===== config.mk =====
export PLATFORM = sky130hd
export DESIGN_NAME = etl_cmp
export DESIGN_NICKNAME = d
export VERILOG_FILES = /design/src/hdl/etl_pkg.sv /design/src/hdl/etl_cmp.sv
export SDC_FILE = /design/constraint.sdc
export NUM_CORES = 1
export LEC_CHECK = 0
export ABC_AREA = 1
export BUFFER_PORTS_ARGS = -buffer_cell sky130_fd_sc_hd__buf_2
export CAP_MARGIN = 20
export CORE_AREA = 8 8 62 59
export DETAILED_ROUTE_END_ITERATION = 12
export DIE_AREA = 0 0 70 67
export PLACE_DENSITY = 0.68
export SYNTH_ARGS = -nofsm -noshare
export SYNTH_HDL_FRONTEND = slang
export SYNTH_SLANG_ARGS = --single-unit
export TNS_END_PERCENT = 20

===== constraint.sdc =====
create_clock -name vclk -period 4.1
set_input_delay 0.82 -clock vclk [all_inputs]
set_output_delay 0.82 -clock vclk [all_outputs]
set_load 0.01 [all_outputs]

===== src/hdl/etl_pkg.sv =====
// Shared types and constants for the Euler-tour LCA / range-minimum engine.
// No dependencies; imported by the engine, its compare unit and its checker.
`timescale 1ns / 1ps

package etl_pkg;

  // Field widths fixed by the transaction format
  localparam int DEPTH_W     = 9;
  localparam int NODE_W      = 9;
  localparam int POS_W       = 10;
  localparam int LEN_W       = 11;
  localparam int OP_W        = 2;
  localparam int IN_TDATA_W  = 48;
  localparam int OUT_TDATA_W = 24;
  localparam int OUT_PAD_W   = OUT_TDATA_W - POS_W - NODE_W;

  // Reset value of the tour length register
  localparam logic [LEN_W-1:0] TOUR_LENGTH_RST = 11'd1024;

  // Operation codes carried in in_tuser
  typedef enum logic [OP_W-1:0] {
    OP_TOUR  = 2'd0,
    OP_FIRST = 2'd1,
    OP_LCA   = 2'd2,
    OP_RMQ   = 2'd3
  } op_t;

endpackage


===== src/hdl/etl_cmp.sv =====
// Shared leftmost-minimum compare unit for the segment tree engine.
// Depends on etl_pkg; one instance serves tree updates and query folds.
`timescale 1ns / 1ps

module etl_cmp
  import etl_pkg::*;
#(
  parameter int PW = 10
) (
  input  logic [DEPTH_W-1:0] a_depth,
  input  logic [PW-1:0]      a_pos,
  input  logic               a_ok,
  input  logic [DEPTH_W-1:0] b_depth,
  input  logic [PW-1:0]      b_pos,
  input  logic               b_ok,
  output logic [DEPTH_W-1:0] y_depth,
  output logic [PW-1:0]      y_pos,
  output logic               y_ok
);

  logic take_b;

  // Operand a is the left one: b wins if a is not valid, or if b is valid with a strictly smaller depth
  assign take_b  = !a_ok || (b_ok && (b_depth < a_depth));
  assign y_depth = take_b ? b_depth : a_depth;
  assign y_pos   = take_b ? b_pos : a_pos;
  assign y_ok    = a_ok || b_ok;

endmodule


After elaboration in Yosys (flattened, before gate mapping) --
Index checks and enable logic that the tools add are counted.
Storage, ports and cells: output and inout bits 20, bits in registers 0, word-level logic and storage cells 7, bits of input ports 40
Cells by class: reduce and logical (&&, ||, !) cells 4, muxes and demuxes 2, magnitude comparators 1
Operators with widths (number):
- $mux W10 | 1
- $lt A9 B9 Y1 | 1
- $mux W9 | 1
- $logic_or A1 B1 Y1 | 2
- $logic_and A1 B1 Y1 | 1
- $logic_not A1 Y1 | 1

Depth between registers and ports, before layout --
Gate-level depths: netlist of the first run.
depth after elaboration 4, mapped depth 12

Worst setup path after synthesis of the first run --
No wires, ideal clock.
kind input to output, from input a_depth[8], to output y_pos[0], buffers on the path 2, path slack 1.345 ns, arrival time 1.935 ns, data required time 3.280 ns, stages 10, cells stage by stage inv_1 > ha_1 > nand2_1 > nand3b_1 > nor2_1 > nand3_2 > buf_6 > buf_12 > nand3_2 > nand2_1
Between the ends: longest elaborated chain between the ends 4
Ends and longest elaborated chain:
- start, declared | line etl_cmp.sv:10 | input logic [DEPTH_W-1:0] a_depth,
- $lt A9 B9 Y1 | line etl_cmp.sv:24 | assign take_b = !a_ok || (b_ok && (b_depth < a_depth));
- $logic_and A1 B1 Y1 | line etl_cmp.sv:24
- $logic_or A1 B1 Y1 | line etl_cmp.sv:24
- $mux W10 | line etl_cmp.sv:26 | assign y_pos = take_b ? b_pos : a_pos;
- end, declared | line etl_cmp.sv:17 | output logic [PW-1:0] y_pos,
No other way between the ends.

Worst setup path after layout of the first run --
from input a_depth[8], to output y_depth[1]
Between the ends: longest elaborated chain between the ends 4
Ends and longest elaborated chain:
- $lt A9 B9 Y1 | line etl_cmp.sv:24
- $logic_and A1 B1 Y1 | line etl_cmp.sv:24
- $logic_or A1 B1 Y1 | line etl_cmp.sv:24
- $mux W9 | line etl_cmp.sv:25 | assign y_depth = take_b ? b_depth : a_depth;
- end, declared | line etl_cmp.sv:16 | output logic [DEPTH_W-1:0] y_depth,
No other way between the ends.

==> out/qor.yml, run 1 <==
p_switching_uw: 63.80
synth_most_common_cell: "nand2_1"
hold_buffers: 0
peakVddDrop_uv: 46.69
ys_types: 17
critPathKind: "in -> out"
syn-mean-instance-area_um2: 5.979
place_inst: 190
multi_input_area_um2: 516.7
wl_met2_um: 922
place.gp.congestion: 0.7148
vias_per_cell: 4.305
internal_power_uw: 49.38
dp_hpwl_um: 1773
yosysSeqAreaShare: 0
coreArea_um2: 2613
crit_arrival_ns: 2.38
min_period_ns: 3.200
fin_setup_tns_ns: 0
ys_warn_count: 0
fin_nets: 210
yosys-top-cells-count: "47 x nand2_1, 12 x inv_1, 12 x nand3_2"
max_freq_ghz: 0.3125
required_ns: 3.28
n_fill_cell: 294
met1_length_um: 908
hp-class: "in -> out"
regArea_um2: 0
dieHeight_um: 67
track_usage: 0.08099
clkbuf_count: 0
pwr-share-seq: 0
whs_ns: 1.914
synthCells: 104
drt-initial-drc-count: 36
totalWireLength_um: 2076
cp-end-kind: "output port"
status: "finished clean"
finalHoldViolations: 0
row_count: 18
grt_max_degree: 22
slew_violations: 0
fp.dieW_um: 70
grt_antenna_before_repair: 0
vias: 818
port-buffer-count: 60
power_switching_share: 0.5637
globalRoute.totalOverflow: 0
synth.area.top_cells: "nand2_1 28%, nand3_2 19%, ha_1 16%"
grt_setup_unrepaired: "false"
p_leak_nw: 0.5949
drtAntennaViolNets: 0
grt_pass1_vias: 791
cts_setup_buffers: 0
pwr-share-comb: 1.000
maxCapViolations: 0
path_max_fanout: 19
cts_resized: 0
tightest_slew_ns: 0.4926
power.share.clock: 0
relSlewSlack: 0.6716
p_per_area_nw_per_um2: 124.8
nFlopsAndLatches: 0
start_util: 0.2380
top_layer_used: "met3"
wl_per_cell_um: 10.93
ios: 60
dr_wl_met3_um: 245
syn-num-nets: 152
syn_area_um2: 621.8
drive_gt1_frac: 0.5000
dr.pass1.iters: 4
startpoint_type: "primary input"
finalCritPeriodShare: 0.7806
die_area_um2: 4690
n_antenna_cell: 0
yosysTopAreaCell: "nand2_1"
finalSetupViolCount: 0
grt_pass1_wl_um: 3422
route.detailed.drc: 0
syn2layout_area_growth_pct: 45.88
fin_cells: 190
synth_top_area_share: 0.2837
-- critical path, cell delays in order --
cell and delay, ns:
buf_2 0.08, inv_1 0.04, ha_1 0.31, nand2_1 0.08, nand3b_1 0.07, nor2_1 0.14, nand3_2 0.27, nand2_4 0.29
nand2_1 0.07, nand2_1 0.07, buf_2 0.13
-- kinds of logic (layout without fill, tap and decap cells) --
logic type      count (synthesis)  count (layout)  synth area share
compound gates                  2               2           0.01610
simple gates                   77              77            0.6539
buf+inv                        17              73            0.1690
fa+ha+maj                       8               8            0.1610
-- per-layer routing --
| layer | up-vias | global-route usage |
|---|---|---|
| li1 | 440 | - |
| met1 | 338 | 0.1037 |
| met2 | 40 | 0.1334 |
| met3 | 0 | 0.03120 |
| met4 | 0 | 0 |
| met5 | - | 0 |
-- cells in the final DEF (no fill, tap or decap) --
cell type | Yosys | layout
a21oi_1 | 2 | 2
buf_2 | 0 | 60
buf_4 | 2 | 1
ha_1 | 8 | 8
inv_1 | 12 | 12
nand2_1 | 47 | 47
nand2_2 | 3 | 3
nand2_4 | 1 | 1
nand3_1 | 9 | 9
nand3_2 | 12 | 12
nand3b_1 | 1 | 1
nor2_1 | 1 | 1
nor2_2 | 1 | 1
nor2_4 | 1 | 1
or2_2 | 1 | 1
-- stage by stage --
stage	power [mW]	area, um2	util	worst slack [ns]
after floorplan	0.07272	621.8	-	1.345
after global placement	0.1147	907.1	0.3472	0.8893
after detailed placement	0.1153	907.1	0.3472	0.8587
after CTS	0.1158	907.1	0.3472	0.8486
after global routing	0.1300	907.1	0.3472	0.6513
final	0.1132	907.1	0.3472	0.8997
-- path summary, 6_finish.rpt --
check       start    endpoint  slack [ns]  cells after the start
max    a_depth[8]  y_depth[1]        0.90                     11
min      b_pos[7]    y_pos[7]        1.91                      4
-- power by group through the flow --
stage / clock network (mW) / logic (mW) / registers [mW]
after floorplan: 0 / 0.0727 / 0
after global placement: 0 / 0.115 / 0
after detailed placement: 0 / 0.115 / 0
after CTS: 0 / 0.116 / 0
after global routing: 0 / 0.130 / 0
final: 0 / 0.113 / 0
-- final cells by class --
class	count	area share
Inverter	12	0.04966
Multi-Input combinational cell	87	0.5697
Tap cell	30	0.04138
Timing Repair Buffer	61	0.3393
Note: power is estimated with default switching activity, not from simulation.
==> run 2: changes to the inputs <==
Settings changed: PLACE_DENSITY 0.68 to 0.7.
Clock period 4.1 ns to 2.66 ns, I/O delays scaled along.
==> run 2 against run 1 <==
Hold slack got worse by 0.58 ns. Global-route usage is 0.53 points lower. Sequential cell count unchanged. Critical path depth unchanged. Utilization up 0.81 points. Die area is the same. Final area grew 2.3%.
==> out/qor.yml, run 2 (synthesis results as in run 1) <==
grt_antenna_before_repair: 0  # unchanged
n_antenna_cell: 0  # unchanged
slew_violations: 0  # unchanged
fin_nets: 210  # unchanged
peakVddDrop_uv: 87.77  # was 46.69 uV
critical_path.startpoint: "a_depth[8]"  # unchanged
grt_max_degree: 22  # unchanged
syn2layout_area_growth_pct: 49.30  # was 45.88%
dp_hpwl_um: 1713  # was 1773 um
finalHoldViolations: 0  # unchanged
wl_per_cell_um: 10.55  # was 10.93 um
final_cell_mix: "60 x buf_2, 47 x nand2_1, 12 x inv_1, 12 x nand3_2, 9 x nand3_1"  # unchanged
grt_setup_unrepaired: "false"  # unchanged
dieHeight_um: 67  # unchanged
fp.dieW_um: 70  # unchanged
critPathKind: "in -> out"  # unchanged
final_common_cell: "buf_2"  # unchanged
status: "finished clean"  # unchanged
vias: 805  # was 818
cts_resized: 0  # unchanged
dr.pass1.iters: 4  # unchanged
drt-initial-drc-count: 51  # was 36
required_ns: 2.13  # was 3.28 ns
relSlewSlack: 0.6388  # was 0.6716
path_max_fanout: 15  # was 19
final_util: 0.3554  # was 0.3472
globalRoute.totalOverflow: 0  # unchanged
row_count: 18  # unchanged
hold_buffers: 0  # unchanged
n_fill_cell: 303  # was 294
fin_setup_tns_ns: 0  # unchanged
total_power_uw: 181.0  # was 113.2 uW
start_util: 0.2380  # unchanged
ios: 60  # unchanged
track_usage: 0.07569  # was 0.08099
p_leak_nw: 0.5995  # was 0.5949 nW
regArea_um2: 0  # unchanged
maxCapViolations: 0  # unchanged
crit_arrival_ns: 1.99  # was 2.38 ns
cp-end-kind: "output port"  # unchanged
totalWireLength_um: 2004  # was 2076 um
p_per_area_nw_per_um2: 195.0  # was 124.8 nW/um2
setup_slack_ns: 0.1429  # was 0.8997 ns
max_freq_ghz: 0.3973
tightest_slew_ns: 0.5418  # was 0.4926 ns
whs_ns: 1.337  # was 1.914 ns
nFlopsAndLatches: 0  # unchanged
die_area_um2: 4690  # unchanged
startpoint_type: "primary input"  # unchanged
drtAntennaViolNets: 0  # unchanged
finalCritPeriodShare: 0.9463
pre_cts_ws_ns: 0.1346  # was 0.8587 ns
vias_per_cell: 4.237  # was 4.305
coreArea_um2: 2613  # unchanged
place.gp.congestion: 0.6923  # was 0.7148
port-buffer-count: 60  # unchanged
grt_pass1_vias: 765  # was 791
worstSetupEndpoint: "y_depth[6]"  # was y_depth[1]
drive_gt1_frac: 0.5000  # unchanged
grt_pass1_wl_um: 3208  # was 3422 um
hp-class: "in -> out"  # unchanged
finalSetupViolCount: 0  # unchanged
clkbuf_count: 0  # unchanged
min_period_ns: 2.517
route.detailed.drc: 0  # unchanged
cts_setup_buffers: 0  # unchanged
run 2: changes by cell type in the layout (fill, tap and decap cells not counted):
cell	change
buf_12	+1
buf_4	-1
nand2_4	-1
nand2_8	+1
run 2: worst max-delay path, stage by stage:
cell      delay [ns]
buf_2           0.09
inv_1           0.04
ha_1            0.30
nand2_1         0.07
nand3b_1        0.07
nor2_1          0.14
nand3_2         0.24
buf_12          0.24
nand3_1         0.07
nand2_1         0.06
buf_2           0.13
run 2: worst min-delay path by stage:
stage                     startpoint  endpoint  cells after the start  slack, ns
after floorplan                 b_ok      y_ok                      1       1.17
after global placement      b_pos[4]  y_pos[4]                      4       1.34
after detailed placement    b_pos[2]  y_pos[2]                      4       1.34
after CTS                   b_pos[2]  y_pos[2]                      4       1.34
after global routing        b_pos[2]  y_pos[2]                      4       1.36
final                       b_pos[2]  y_pos[2]                      4       1.34
run 2: cell type report:
cell class | instances | area (um2) | area share
repair buffers | 61 | 320.3 | 0.3450
multi-input cells | 87 | 525.5 | 0.5660
well taps | 30 | 37.54 | 0.04043
inverters | 12 | 45.04 | 0.04852
run 2: where the power goes:
group	leakage [nW]	total [mW]	internal (mW)	switching (mW)
Clock	0	0	0	0
Combinational	0.599	0.181	0.0805	0.101
Sequential	0	0	0	0
Total	0.599	0.181	0.0805	0.101
run 2: layer usage:
layer	vias up	routed length (um)	GRT usage
met5	-	0	0
met4	0	0	0
met3	0	210	0.02377
met2	34	916	0.1288
met1	328	877	0.09683
li1	443	-	-
run 2: per-stage QoR:
stage,std cells,area (um2)
2_1_floorplan,104,621.8
3_3_place_gp,190,919.6
3_5_place_dp,190,919.6
4_1_cts,190,919.6
5_1_grt,190,928.4
6_report,190,928.4
==> run 3: changes to the inputs <==
Settings changed: ABC_AREA 1 to not set, CORE_AREA 8 8 62 59 to 8 8 57 55, DIE_AREA 0 0 70 67 to 0 0 65 63, PLACE_DENSITY 0.7 to 0.74.
==> run 3 against run 2 <==
Final area is 40% higher. Non-clock buffer count increased by 4. Sequential share of layout area is the same. Largest cell class unchanged. Critical path depth down 3. Fmax fell by 4.0%. Highest routed layer unchanged. Sequential cell count unchanged. Clock-buffer cell count did not move. Total power increased by 62%. Synthesized cell count shrank 51%. Via count shrank 20%. Global-route usage grew 2.7 points.
==> out/qor.yml, run 3 <==
p_per_area_nw_per_um2: 225.6  # was 195.0 nW/um2
syn2layout_area_growth_pct: 152.1  # was 49.30%
row_count: 17  # was 18
hp-class: "in -> out"  # unchanged
startpoint_type: "primary input"  # unchanged
finalHoldViolations: 0  # unchanged
path_max_fanout: 7  # was 15
fp.dieW_um: 65  # was 70 um
fin_nets: 164  # was 210
internal_power_uw: 188.6  # was 80.52 uW
cp-end-kind: "output port"  # unchanged
path_delay_family: "compound AO/OA/AOI/OAI gates"  # was simple AND/OR/NAND/NOR gates
p_leak_nw: 0.6541  # was 0.5995 nW
cp_cell_sequence: "buf_6 > ha_4 > nand3_2 > a211o_1 > o221a_4 > buf_16 > mux2_4 > buf_6"  # was buf_2 > inv_1 > ha_1 > nand2_1 > nand3b_1 > nor2_1 > nand3_2 > buf_12 > nand3_1 > nand2_1 > buf_2
yosys-top-cells-count: "10 x mux2_4, 9 x inv_1, 9 x mux2_2"  # was 47 x nand2_1, 12 x inv_1, 12 x nand3_2
ios: 60  # unchanged
setup_slack_ns: 0.03845  # was 0.1429 ns
syn-mean-instance-area_um2: 10.13  # was 5.979 um2
grt_antenna_before_repair: 0  # unchanged
vias: 644  # was 805
synth_most_common_cell: "mux2_4"  # was nand2_1
syn-num-nets: 99  # was 152
wl_per_cell_um: 16.04  # was 10.55 um
power_switching_share: 0.3582  # was 0.5552
power.share.clock: 0  # about the same
n_antenna_cell: 0  # unchanged
clkbuf_count: 0  # unchanged
grt_pass1_wl_um: 3601  # was 3208 um
dp_hpwl_um: 1718  # was 1713 um
track_usage: 0.1027  # was 0.07569
crit_arrival_ns: 2.09  # was 1.99 ns
pre_cts_ws_ns: -0.1037  # was 0.1346 ns
critPathKind: "in -> out"  # unchanged
min_period_ns: 2.622  # was 2.517 ns
yosysTopAreaCell: "mux2_4"  # was nand2_1
route.detailed.drc: 0  # unchanged
pwr-share-comb: 1.000  # about the same
status: "finished clean"  # unchanged
whs_ns: 1.355  # was 1.337 ns
grt_setup_unrepaired: "true"  # was false
finalCritPeriodShare: 0.9855  # was 0.9463
yosysSeqAreaShare: 0  # unchanged
placed_cell_area_um2: 848.3  # was 919.6 um2
holdPathStages: 3  # was 4
syn_area_um2: 516.7  # was 621.8 um2
dr.pass1.iters: 2  # was 4
grt_max_degree: 8  # was 22
tightest_slew_ns: 0.2698  # was 0.5418 ns
final_common_cell: "buf_6"  # was buf_2
timing.critical_path.buf_inv: 3  # was 4
maxCapViolations: 0  # unchanged
fin_setup_tns_ns: 0  # unchanged
coreArea_um2: 2233  # was 2613 um2
fin_area_um2: 1303  # was 928.4 um2
grt_pass1_vias: 753  # was 765
hp-start: "b_ok"  # was b_pos[2]
nFlopsAndLatches: 0  # unchanged
die_area_um2: 4095  # was 4690 um2
cpPeakStageDelay_ns: 0.30  # about the same
p_switching_uw: 105.3  # was 100.5 uW
synth_top_area_share: 0.2906  # was 0.2837
final_util: 0.5832  # was 0.3554
regArea_um2: 0  # unchanged
place.gp.congestion: 0.7983  # was 0.6923
drtAntennaViolNets: 0  # unchanged
final_cell_mix: "32 x buf_6, 26 x buf_2, 19 x mux2_4, 8 x ha_4, 5 x inv_2"  # was 60 x buf_2, 47 x nand2_1, 12 x inv_1, 12 x nand3_2, 9 x nand3_1
max_freq_ghz: 0.3815  # was 0.3973 GHz
globalRoute.totalOverflow: 0  # unchanged
finalSetupViolCount: 0  # unchanged
vias_per_cell: 4.535  # was 4.237
drt-initial-drc-count: 14  # was 51
ys_types: 18  # was 17
synthCells: 51  # was 104
pwr-share-seq: 0  # about the same
port-buffer-count: 60  # unchanged
critPathSlowestCell: "mux2_4"  # was ha_1
crit_top_cell: "buf_6"
required_ns: 2.13  # about the same
peakVddDrop_uv: 116.9  # was 87.77 uV
slew_violations: 0  # unchanged
start_util: 0.2314  # was 0.2380
n_fill_cell: 184  # was 303
dieHeight_um: 63  # was 67 um
holdPathEnd: "y_ok"  # was y_pos[2]
synth.area.top_cells: "mux2_4 29%, mux2_2 20%, ha_1 19%"  # was nand2_1 28%, nand3_2 19%, ha_1 16%
relSlewSlack: 0.8201  # was 0.6388
hold_buffers: 0  # unchanged
ys_warn_count: 0  # unchanged
totalWireLength_um: 2277  # was 2004 um
drive_gt1_frac: 0.9561  # was 0.5000
==> run 3: cell types whose count changed in the layout (fill, tap and decap cells not counted), sizes merged, moves of 2 or more <==
cell / change
mux2: +19
nand2: -51
nand3: -19
inv: -3
buf: +4
nand2b: +2
nor2: -3
o21ai: +2
==> run 3: power by group through the flow <==
stage / Sequential (mW) / Combinational, mW / Clock [mW]
detailed placement: 0 / 0.178 / 0
global placement: 0 / 0.174 / 0
CTS: 0 / 0.277 / 0
finish: 0 / 0.294 / 0
global route: 0 / 0.313 / 0
floorplan: 0 / 0.107 / 0
==> run 3: per-stage QoR <==
step | cells | power (mW)
5_1_grt | 142 | 0.3133
6_report | 142 | 0.2939
3_5_place_dp | 139 | 0.1781
3_3_place_gp | 139 | 0.1738
4_1_cts | 141 | 0.2770
2_1_floorplan | 51 | 0.1069
==> run 3: how the worst max path moves through the flow <==
stage                    start  cells past startpoint  slack, ns    endpoint
finish              b_depth[5]                      8       0.04    y_pos[7]
detailed placement  a_depth[1]                      8      -0.10  y_depth[4]
floorplan           a_depth[6]                      8       0.16  y_depth[7]
CTS                 b_depth[1]                      7     0.0003    y_pos[9]
global placement    a_depth[1]                      8      -0.07  y_depth[6]
global route        b_depth[5]                      8     -0.005  y_depth[4]
==> run 3: area by class of cell <==
class | instances | area (um2) | share of cell area
Inverter | 9 | 41.29 | 0.03170
Timing Repair Buffer | 65 | 590.6 | 0.4534
Multi-Input combinational cell | 40 | 635.6 | 0.4880
Tap cell | 28 | 35.03 | 0.02690
==> run 3: timing repair <==
| action | CTS | global route |
|---|---|---|
| setup endpoints to repair | 19 | 19 |
| hold endpoints to repair | 0 | 0 |
| gates resized for setup | 58 | 26 |
| setup buffers | 1 | 1 |
| pin swaps | 10 | 13 |
| cloned | 1 | 0 |
==> run 3: cell families (layout without fill, tap and decap cells) <==
| group | count (synthesis) | count (layout) | share of synthesized area |
|---|---|---|---|
| mux | 19 | 19 | 0.4867 |
| buf+inv | 11 | 74 | 0.1259 |
| fa+ha+maj | 8 | 8 | 0.1937 |
| compound gates | 7 | 7 | 0.1114 |
| simple gates | 6 | 6 | 0.08234 |
==> run 3: metal layers <==
metal,GRT usage,share of wire
met2,0.1925,0.47
met4,0,0
met3,0.05197,0.16
met1,0.1037,0.38
met5,0,0
